--- src/rtl/hed_pkg.sv ---
// Shared types, character codes and the hex digit lookup for the decoder.
// No dependencies; used by the top level and the checker.
package hed_pkg;

    localparam int LEN_W   = 12;
    localparam int MAX_RES = 4;
    localparam int RES_IDX_W = $clog2(MAX_RES);
    localparam int RES_CNT_W = $clog2(MAX_RES + 1);

    localparam logic [7:0] CH_BSLASH = 8'h5C;
    localparam logic [7:0] CH_X      = 8'h78;
    localparam logic [LEN_W-1:0] MAX_LEN_RESET = 12'd511;

    typedef struct packed {
        logic [7:0] in_byte;
        logic       in_last;
    } hed_in_t;

    typedef struct packed {
        logic [7:0]       out_byte;
        logic             byte_valid;
        logic             out_last;
        logic [LEN_W-1:0] out_length;
        logic             truncated;
    } hed_out_t;

    typedef struct packed {
        logic       ok;
        logic [3:0] val;
    } hex_digit_t;

    // Hex digit lookup; anything outside 0-9, A-F, a-f is not a digit.
    function automatic hex_digit_t hex_value(input logic [7:0] c);
        hex_digit_t r;
        r.ok  = 1'b0;
        r.val = 4'd0;
        if (c inside {[8'h30:8'h39]})
        begin
            r.ok  = 1'b1;
            r.val = 4'(c - 8'h30);
        end
        else if (c inside {[8'h41:8'h46]})
        begin
            r.ok  = 1'b1;
            r.val = 4'(c - 8'h37);
        end
        else if (c inside {[8'h61:8'h66]})
        begin
            r.ok  = 1'b1;
            r.val = 4'(c - 8'h57);
        end
        return r;
    endfunction

endpackage

--- src/rtl/hex_escape_decoder_top.sv ---
// The first result word of an input word is shown in the cycle after the word is accepted.
// One input word per cycle while each yields at most one result word and the output is not stalled;
// an input word yielding more holds the input until its last result word leaves the single output port.
// Reset (asynchronous, active low) clears the decode state, empties the result buffer and sets
// max_len_reg to 511.
// Top level of the backslash-x hex escape decoder; depends on hed_pkg.
module hex_escape_decoder_top (
    input  logic                        clk,
    input  logic                        rst_n,
    input  logic                        cfg_wr_en,
    input  logic [hed_pkg::LEN_W-1:0]   cfg_wr_data,
    input  logic                        in_valid,
    output logic                        in_stall,
    input  hed_pkg::hed_in_t            in_word,
    output logic                        out_valid,
    input  logic                        out_stall,
    output hed_pkg::hed_out_t           out_word
);

    localparam logic [1:0] PH_PLAIN  = 2'd0;
    localparam logic [1:0] PH_BSLASH = 2'd1;
    localparam logic [1:0] PH_X      = 2'd2;
    localparam logic [1:0] PH_DIGIT  = 2'd3;

    logic [hed_pkg::LEN_W-1:0]      max_len_reg;
    logic [1:0]                     phase_reg, phase_next;
    logic [7:0]                     held_reg, held_next;
    logic [hed_pkg::LEN_W-1:0]      count_reg, count_next;
    logic                           ovf_reg, ovf_next;

    hed_pkg::hed_out_t              res_reg [hed_pkg::MAX_RES];
    hed_pkg::hed_out_t              res_next [hed_pkg::MAX_RES];
    logic [hed_pkg::RES_IDX_W-1:0]  rd_reg;
    logic [hed_pkg::RES_CNT_W-1:0]  rem_reg;
    logic [hed_pkg::RES_CNT_W-1:0]  load_n;

    logic [7:0]                     cand [hed_pkg::MAX_RES];
    logic [hed_pkg::RES_CNT_W-1:0]  cand_n;
    logic [hed_pkg::RES_CNT_W-1:0]  kept;
    logic [hed_pkg::LEN_W-1:0]      room;
    hed_pkg::hex_digit_t            hi_dig, lo_dig;
    logic [7:0]                     pair_val;
    logic                           in_fire, out_fire;

    // Handshakes: take a new word once the buffer is empty or its last word leaves now.
    assign out_valid = (rem_reg != '0);
    assign out_fire  = out_valid && !out_stall;
    assign in_stall  = !((rem_reg == '0) ||
                         ((rem_reg == hed_pkg::RES_CNT_W'(1)) && out_fire));
    assign in_fire   = in_valid && !in_stall;
    assign out_word  = res_reg[rd_reg];

    // Escape decode: candidate bytes this input word would emit, and the next phase.
    always_comb
    begin
        hi_dig     = hed_pkg::hex_value(held_reg);
        lo_dig     = hed_pkg::hex_value(in_word.in_byte);
        pair_val   = {hi_dig.val, lo_dig.val};
        phase_next = PH_PLAIN;
        held_next  = held_reg;
        cand_n     = '0;
        for (int k = 0; k < hed_pkg::MAX_RES; k++)
        begin
            cand[k] = 8'd0;
        end

        case (phase_reg)
            PH_PLAIN:
            begin
                if (in_word.in_byte == hed_pkg::CH_BSLASH)
                begin
                    phase_next = PH_BSLASH;
                end
                else
                begin
                    cand[0] = in_word.in_byte;
                    cand_n  = hed_pkg::RES_CNT_W'(1);
                end
            end
            PH_BSLASH:
            begin
                if (in_word.in_byte == hed_pkg::CH_X)
                begin
                    phase_next = PH_X;
                end
                else
                begin
                    cand[0] = hed_pkg::CH_BSLASH;
                    cand[1] = in_word.in_byte;
                    cand_n  = hed_pkg::RES_CNT_W'(2);
                end
            end
            PH_X:
            begin
                if (lo_dig.ok)
                begin
                    held_next  = in_word.in_byte;
                    phase_next = PH_DIGIT;
                end
                else
                begin
                    cand[0] = hed_pkg::CH_BSLASH;
                    cand[1] = hed_pkg::CH_X;
                    cand[2] = in_word.in_byte;
                    cand_n  = hed_pkg::RES_CNT_W'(3);
                end
            end
            default:
            begin
                if (hi_dig.ok && lo_dig.ok && (pair_val != 8'd0))
                begin
                    cand[0] = pair_val;
                    cand_n  = hed_pkg::RES_CNT_W'(1);
                end
                else
                begin
                    // Failed escape goes out literally; the second byte is plain text.
                    cand[0] = hed_pkg::CH_BSLASH;
                    cand[1] = hed_pkg::CH_X;
                    cand[2] = held_reg;
                    if (in_word.in_byte == hed_pkg::CH_BSLASH)
                    begin
                        phase_next = PH_BSLASH;
                        cand_n     = hed_pkg::RES_CNT_W'(3);
                    end
                    else
                    begin
                        cand[3] = in_word.in_byte;
                        cand_n  = hed_pkg::RES_CNT_W'(4);
                    end
                end
            end
        endcase

        // A value that ends on a single held digit flushes the escape literally.
        if (in_word.in_last && (phase_next == PH_DIGIT))
        begin
            cand[0] = hed_pkg::CH_BSLASH;
            cand[1] = hed_pkg::CH_X;
            cand[2] = in_word.in_byte;
            cand_n  = hed_pkg::RES_CNT_W'(3);
        end
    end

    // Length limit: only a prefix of the candidates fits in the remaining room.
    always_comb
    begin
        room = max_len_reg - count_reg;
        if (count_reg >= max_len_reg)
        begin
            kept = '0;
        end
        else if (room < hed_pkg::LEN_W'(cand_n))
        begin
            kept = hed_pkg::RES_CNT_W'(room);
        end
        else
        begin
            kept = cand_n;
        end
        ovf_next   = ovf_reg || (kept != cand_n);
        count_next = count_reg + hed_pkg::LEN_W'(kept);
    end

    // Result words for the buffer, with the end marker when nothing is kept at the end.
    always_comb
    begin
        for (int k = 0; k < hed_pkg::MAX_RES; k++)
        begin
            res_next[k].out_byte   = cand[k];
            res_next[k].byte_valid = 1'b1;
            res_next[k].out_last   = in_word.in_last &&
                                     (kept == hed_pkg::RES_CNT_W'(k + 1));
            res_next[k].out_length = count_reg + hed_pkg::LEN_W'(k + 1);
            res_next[k].truncated  = ovf_next;
        end
        load_n = kept;
        if (in_word.in_last && (kept == '0))
        begin
            res_next[0].out_byte   = 8'd0;
            res_next[0].byte_valid = 1'b0;
            res_next[0].out_last   = 1'b1;
            res_next[0].out_length = count_reg;
            load_n                 = hed_pkg::RES_CNT_W'(1);
        end
    end

    // Configuration register.
    always_ff @(posedge clk or negedge rst_n)
    begin
        if (!rst_n)
        begin
            max_len_reg <= hed_pkg::MAX_LEN_RESET;
        end
        else if (cfg_wr_en)
        begin
            max_len_reg <= cfg_wr_data;
        end
    end

    // Decode state; an end-of-value word returns it to plain text.
    always_ff @(posedge clk or negedge rst_n)
    begin
        if (!rst_n)
        begin
            phase_reg <= PH_PLAIN;
            held_reg  <= 8'd0;
            count_reg <= '0;
            ovf_reg   <= 1'b0;
        end
        else if (in_fire)
        begin
            if (in_word.in_last)
            begin
                phase_reg <= PH_PLAIN;
                held_reg  <= 8'd0;
                count_reg <= '0;
                ovf_reg   <= 1'b0;
            end
            else
            begin
                phase_reg <= phase_next;
                held_reg  <= held_next;
                count_reg <= count_next;
                ovf_reg   <= ovf_next;
            end
        end
    end

    // Result buffer control: load on accept, drain one word per output handshake.
    always_ff @(posedge clk or negedge rst_n)
    begin
        if (!rst_n)
        begin
            rd_reg  <= '0;
            rem_reg <= '0;
        end
        else if (in_fire)
        begin
            rd_reg  <= '0;
            rem_reg <= load_n;
        end
        else if (out_fire)
        begin
            rd_reg  <= rd_reg + hed_pkg::RES_IDX_W'(1);
            rem_reg <= rem_reg - hed_pkg::RES_CNT_W'(1);
        end
    end

    // Result buffer payload.
    always_ff @(posedge clk)
    begin
        if (in_fire)
        begin
            for (int k = 0; k < hed_pkg::MAX_RES; k++)
            begin
                res_reg[k] <= res_next[k];
            end
        end
    end

endmodule

--- config.mk ---
export PLATFORM = sky130hd
export DESIGN_NAME = hex_escape_decoder_top
export DESIGN_NICKNAME = d
export VERILOG_FILES = /design/src/rtl/hed_pkg.sv /design/src/rtl/hex_escape_decoder_top.sv
export SDC_FILE = /design/constraint.sdc
export NUM_CORES = 1
export LEC_CHECK = 0
export ABC_AREA = 1
export BUFFER_PORTS_ARGS = -buffer_cell sky130_fd_sc_hd__buf_2
export CORE_MARGIN = 1
export CORE_UTILIZATION = 55
export DETAILED_ROUTE_END_ITERATION = 10
export PLACE_DENSITY_LB_ADDON = 0.25
export SLEW_MARGIN = 10
export SYNTH_ARGS = -nofsm -noshare
export SYNTH_HDL_FRONTEND = slang
export SYNTH_SLANG_ARGS = --single-unit
--- constraint.sdc ---
create_clock -name clk -period 6.6 [get_ports clk]
set_clock_uncertainty 0.15 [all_clocks]
set_input_delay 0.33 -clock clk [delete_from_list [all_inputs] [get_ports clk]]
set_output_delay 0.33 -clock clk [all_outputs]
set_load 0.02 [all_outputs]
== After elaboration in Yosys (flattened, before gate mapping) ==
Memory sizes are Yosys's and may differ from the RTL's.
Index checks and enable logic that the tools add are counted.
Storage, ports and cells
  register bits: 40
  RAM bits: 92
  input bits: 26
  output and inout port bits: 25
  word-level logic and storage cells: 123
  memories kept: 1
Cells by class
  add/subtract/negate cells: 14
  order comparisons: 14
  eq/ne operators: 11
  mux-type cells: 44
  reductions and logical operators: 32
Memories
  res_reg: words 4, width 23, rd ports 1, clocked after memory_dff 0, wr ports 4, line hex_escape_decoder_top.sv:31  | hed_pkg::hed_out_t res_reg [hed_pkg::MAX_RES];
Operators with widths (count)
  two-way mux 8 bit: 6
  case mux 8 bit (3 select lines): 2
  two-way mux 23 bit: 2
  greater-or-equal comparator 8 x 7 -> 1 bit (second input constant): 4
  less-or-equal comparator 8 x 7 -> 1 bit (second input constant): 4
  two-way mux 5 bit: 6
  adder 12 x 2 -> 12 bit (second input constant): 2
  two-way mux 24 bit: 1
  two-way mux 3 bit: 8
  two-way mux 22 bit: 1
  logical AND 1 bit: 17
  equality test 8 x 7 -> 1 bit (second input constant): 2
  greater-or-equal comparator 8 x 6 -> 1 bit (second input constant): 2
  less-or-equal comparator 8 x 6 -> 1 bit (second input constant): 2
  case mux 8 bit (2 select lines): 1
  subtractor 4 x 3 -> 4 bit (second input constant): 4
  two-way mux 15 bit: 1
  two-way mux 2 bit: 7
  adder 12 x 1 -> 12 bit (second input constant): 1
  adder 12 x 3 -> 12 bit: 1
  adder 12 x 3 -> 12 bit (second input constant): 1
  greater-or-equal comparator 12 bit: 1
  < comparator 12 x 3 -> 1 bit: 1
  two-way mux 12 bit: 1
  other kinds (23): 37

== Depth between registers and ports, before layout ==
  word-level depth: 19
  mapped depth: 39
  depth with buffers taken out: 39

== Worst setup path after synthesis ==
OpenSTA, ideal clock, no wires.
  path kind: reg-to-reg
  start: register held_reg[0]
  end: register count_reg[8] in the netlist's numbering
  data arrival time: 4.316 ns
  required time: 6.364 ns
  path slack: 2.048 ns
  stages on the path, launching flop included: 35
  buffers on the path: 0
  cell sequence: dfrtp_1 inv_1 ha_1 o21ai_0 nand2_1 nand2_2 nor2_1 nor2_1 nand2_1 nor2_1 nand2_2 nand2_2 inv_2 nor2_4 inv_4 nor2_8 inv_4 ha_1 nor3b_1 nand4_1 a21oi_1 nand4_1 nor2_2 nand3_1 nand3_2 inv_1 ha_1 fa_1 nand2_1 inv_1 o211ai_1 nor2_1 inv_1 nor3_1 nor3_1
On the way
  cells in the longest elaborated chain, start to end: 17
  elaborated cells between the ends (all ways): 30
  classes of those cells: add/sub (4); order compare (7); eq/ne (1); mux (11); reduce/logical (7)
RTL lines
  from (decl): line hex_escape_decoder_top.sv:27  | logic [7:0] held_reg, held_next;
  from (signal assigned): line hex_escape_decoder_top.sv:223  | held_reg <= held_next;
  greater-or-equal comparator 8 x 7 -> 1 bit / less-or-equal comparator 8 x 7 -> 1 bit (equally long branches): line hed_pkg.sv:47  | else if (c inside {[8'h61:8'h66]})
  logical AND 1 bit: line hed_pkg.sv:47
  two-way mux 5 bit: line hed_pkg.sv:47
  two-way mux 5 bit: line hed_pkg.sv:42  | else if (c inside {[8'h41:8'h46]})
  two-way mux 5 bit *: line hed_pkg.sv:37  | if (c inside {[8'h30:8'h39]})
  nonzero test 8 bit / logical AND 1 bit (equally long branches): line hex_escape_decoder_top.sv:110  | if (hi_dig.ok && lo_dig.ok && (pair_val != 8'd0))
  logical AND 1 bit *: line hex_escape_decoder_top.sv:110
  two-way mux 1 bit: line hex_escape_decoder_top.sv:110
  case mux 2 bit (3 select lines): line hex_escape_decoder_top.sv:67  | case (phase_reg)
  equality test 2 bit: line hex_escape_decoder_top.sv:136  | if (in_word.in_last && (phase_next == PH_DIGIT))
  logical AND 1 bit: line hex_escape_decoder_top.sv:136
  two-way mux 3 bit *: line hex_escape_decoder_top.sv:136
  < comparator 12 x 3 -> 1 bit: line hex_escape_decoder_top.sv:153  | else if (room < hed_pkg::LEN_W'(cand_n))
  two-way mux 3 bit *: line hex_escape_decoder_top.sv:153
  two-way mux 3 bit *: line hex_escape_decoder_top.sv:149  | if (count_reg >= max_len_reg)
  adder 12 x 3 -> 12 bit *: line hex_escape_decoder_top.sv:162  | count_next = count_reg + hed_pkg::LEN_W'(kept);
  two-way mux 12 bit *: line hex_escape_decoder_top.sv:213  | if (in_word.in_last)
  to (signal assigned): line hex_escape_decoder_top.sv:224  | count_reg <= count_next;
  to (decl): line hex_escape_decoder_top.sv:28  | logic [hed_pkg::LEN_W-1:0] count_reg, count_next;
Mark *: on every way between the ends. The rest lies on a longest branch, timed or not.
A chain may end at the register's enable or synchronous reset.

== Worst setup path after layout ==
  start: register held_reg[1]
  end: register count_reg[8] in the netlist's numbering
Same word-level chain as after synthesis.

==> key figures <==
Finish
  – Share of layout cells above drive strength 1: 0.198
  – Area growth syn-to-layout: 14.4%
  – Antenna diode count: 0
  – Max FFs per register: 85
  – Final instance area: ~0.0086 mm²
  – Nets: ~930

Worst setup path
  – Worst R2R Setup Slack: 1240 ps
  – CP endpoint kind: flop
  – R2R Path End: count_reg[8]
  – Critical Path AT: approximately 5500 ps
  – CP peak stage delay: about 400 ps
  – Crit Path Max Fanout: 10
  – Slowest cell on crit path: dfrtp_1
  – CP required: roughly 6800 ps
  – CP Class: flop to flop
  – Worst reg2reg startpoint: held_reg[1]
  – Reg2Reg Depth: 34
  – Crit start category: flop

Clock tree
  – H-tree depth: 4
  – CTS tree: done
  – Hold_buf cts: 11
  – Clock transition at the registers of the reported paths: 60 ps
  – Cts bufs inserted: 17
  – Clock Sink Count: roughly 130
  – Post_cts resized: 0
  – Clock root cell: clkbuf_16
  – Clock buffer depth: 2
  – Post-CTS setup buffers: 0
  – Latest clock arrival within the worst-skew pair: 410 ps

Job
  – Max_cap viols: 0

Global route
  – Pin count of the biggest net entering global routing: 94
  – Antenna violations before repair: 0
  – Total track usage: 0.282
  – Gr ovfl total: 0
  – First-pass GRT wire length: approximately 30000 µm
  – Vias in the first global route: between 6000 and 7000

Worst hold path
  – Hold EP: max_len_reg[7]
  – Min-delay worst type: input pin to flop
  – Hold Crit Start: cfg_wr_data[7]
  – Worst hold path cell count: 2

Route
  – Vias: approximately 6100
  – Drt pass-1 iters: 5
  – DRC: 0
  – Via density: 5.77
  – Antenna-violating nets left: 0
  – Drt total wl: 19100 µm
  – Wire length per cell: roughly 18 µm
  – DR iter-0 viols: ~560

Placement
  – PortBufs: 50
  – DP Area: approximately 0.008 mm²
  – GP Congestion: 0.946
  – Detailed Place HPWL: ~14000 µm

Logic synthesis
  – Primary FF master, synth: edfxtp_1
  – Post-synthesis compound-gate area fraction: 0.135
  – Main combinational cell family by area after synthesis: simple AND/OR/NAND/NOR gates
  – Xor and xnor fraction of the mapped netlist area: 0.0490
  – Sequential share of the synthesized area: 0.475
  – Mux cell area share after synthesis: 0.0165
  – Synth Instances: ~800
  – Mean Syn Cell Area: 9.26 µm²
  – Post-synth ARST share: 0.320
  – EDFF count, synth: 85
  – Syn Nets: 870
  – Syn Std Cell Area: approximately 0.0075 mm²
  – Synth Area in Adders: 0.0587
  – Simple-gate area share of the yosys netlist: 0.203
  – Flops & latches, synth: about 130
  – YS warnings: 0
  – Netlist cell types: 50

Die
  – Top Ports: 51
  – Die Span Y: roughly 120 µm
  – Initial core utilization: 0.564
  – Core Region: 0.0133 mm²
  – Placement Rows: between 40 and 50
  – Chip width: between 100 and 150 µm
  – Die area: around 0.014 mm²

Timing
  – Min Clock Period, post-route: roughly 5400 ps
  – Final worst-path cycle share: 0.813
  – Maximum clock rate: around 190 MHz
  – Worst Max-Slew Pin Slew: 1150 ps
  – Max Slew Vio Count: 0
  – Endpoints failing hold: 0
  – RSZ-0062 raised after global routing: false
  – Setup Viol. Count Final: 0
  – Post-Route Setup TNS: 0 ps
  – Max-slew headroom: 0.235

Outcome
  – Status: complete, no violations

Power
  – Clk pwr share: 0.277
  – P_int: around 2.1 mW
  – Sw Ratio: 0.387
  – Sw Pwr: 1.30 mW
  – Max VDD drop: 0.215 mV
  – Proportion of power drawn by flip-flops and latches: 0.352
  – Cell leakage power: 3.63 nW
  – Combinational Power Share: 0.371
  – Pwr/cell area: between 300 and 400 mW/mm²
layout by cell type (no fill, tap or decap), types with 6 or more instances in the layout:
cell / Yosys / routed
a21oi_1: 35 / 35
a31oi_1: 6 / 6
buf_2: 0 / 50
clkbuf_16: 0 / 17
dfrtp_1: 31 / 31
dfstp_2: 9 / 9
dlygate4sd3_1: 0 / 11
edfxtp_1: 85 / 85
ha_1: 32 / 32
inv_1: 76 / 75
inv_2: 10 / 10
mux2_2: 11 / 11
nand2_1: 106 / 106
nand2_2: 18 / 18
nand2_4: 6 / 6
nand3_1: 25 / 25
nand4_1: 11 / 11
nor2_1: 106 / 106
nor2_2: 8 / 8
nor3_1: 11 / 11
o211ai_1: 9 / 9
o21ai_0: 60 / 60
o21ai_2: 10 / 10
o22ai_1: 37 / 37
xor2_1: 39 / 39
cell families after synthesis:
logic type / Yosys count
xor gates and xnor gates: 42
muxes: 11
adders and majority gates: 34
and+or+nand+nor: 312
AOI/OAI and AO/OA: 172
buffers and inverters: 114
DFF: 125
power groups by stage:
stage | Combinational (mW) | Clock, mW | Sequential, mW
after floorplan | 0.899 | 0 | 1.15
after global placement | 1.19 | 0 | 1.18
after detailed placement | 1.22 | 0 | 1.19
after CTS | 1.24 | 0.939 | 1.18
after global routing | 1.37 | 0.965 | 1.20
final | 1.24 | 0.927 | 1.18
worst max-delay path: cells and delay by family (launching register included):
kind | cells | cell delay, ps
and+or+nand+nor | 20 | 2550
adders and majority gates | 4 | 1000
buffers and inverters | 7 | 590
AOI/OAI and AO/OA | 3 | 590
DFF | 1 | 400
metrics by stage:
stage	cells	utilization	total power [mW]	setup WS [ps]	hold slack (ps)
floorplan	810	-	2.05	2050	-116
global placement	1018	0.593	2.37	1570	337
detailed placement	1018	0.593	2.42	1190	345
CTS	1061	0.645	3.36	1250	7.94
global route	1061	0.645	3.53	850	13.0
finish	1061	0.645	3.35	1240	19.0
worst max path at each step:
stage                 from            to  slack (ps)  depth (start not counted)
6_report       held_reg[1]  count_reg[8]        1240                         34
5_1_grt        held_reg[1]  count_reg[8]         850                         35
4_1_cts        held_reg[0]  count_reg[8]        1250                         34
3_5_place_dp    in_word[2]  count_reg[8]        1190                         36
3_3_place_gp    in_word[2]  count_reg[8]        1570                         36
2_1_floorplan  held_reg[0]  count_reg[8]        2050                         34
cell usage after synthesis (all sizes together) (6+ instances only):
library cell / n / area share
nand2: 131 / 0.080
nor2: 119 / 0.072
inv: 91 / 0.047
edfxtp: 85 / 0.34
o21ai: 74 / 0.054
xor2: 39 / 0.046
o22ai: 37 / 0.031
a21oi: 35 / 0.023
ha: 32 / 0.053
dfrtp: 31 / 0.10
nand3: 31 / 0.026
clkbuf: 15 / 0.0075
nor3: 14 / 0.011
mux2: 11 / 0.017
nand4: 11 / 0.0092
dfstp: 9 / 0.032
o211ai: 9 / 0.0090
a31oi: 6 / 0.0050
buf: 6 / 0.0067
routing by layer:
layer  track usage  vias up  share of wire
li1              -     2920              -
met1         0.398     2937           0.46
met2         0.444      228           0.46
met3        0.0512       35          0.062
met4        0.0831        0          0.017
met5             0        -              0
area by class of cell:
type                       instances  area, µm²
clock buffer                      21        440
timing repair buffer              64        383
clock inverter                    11        141
fill                            1068       4720
inverter                          93        363
tap                              176        220
multi-input combinational        571       3470
sequential                       125       3560
Note: power is estimated with default switching activity, not from simulation.
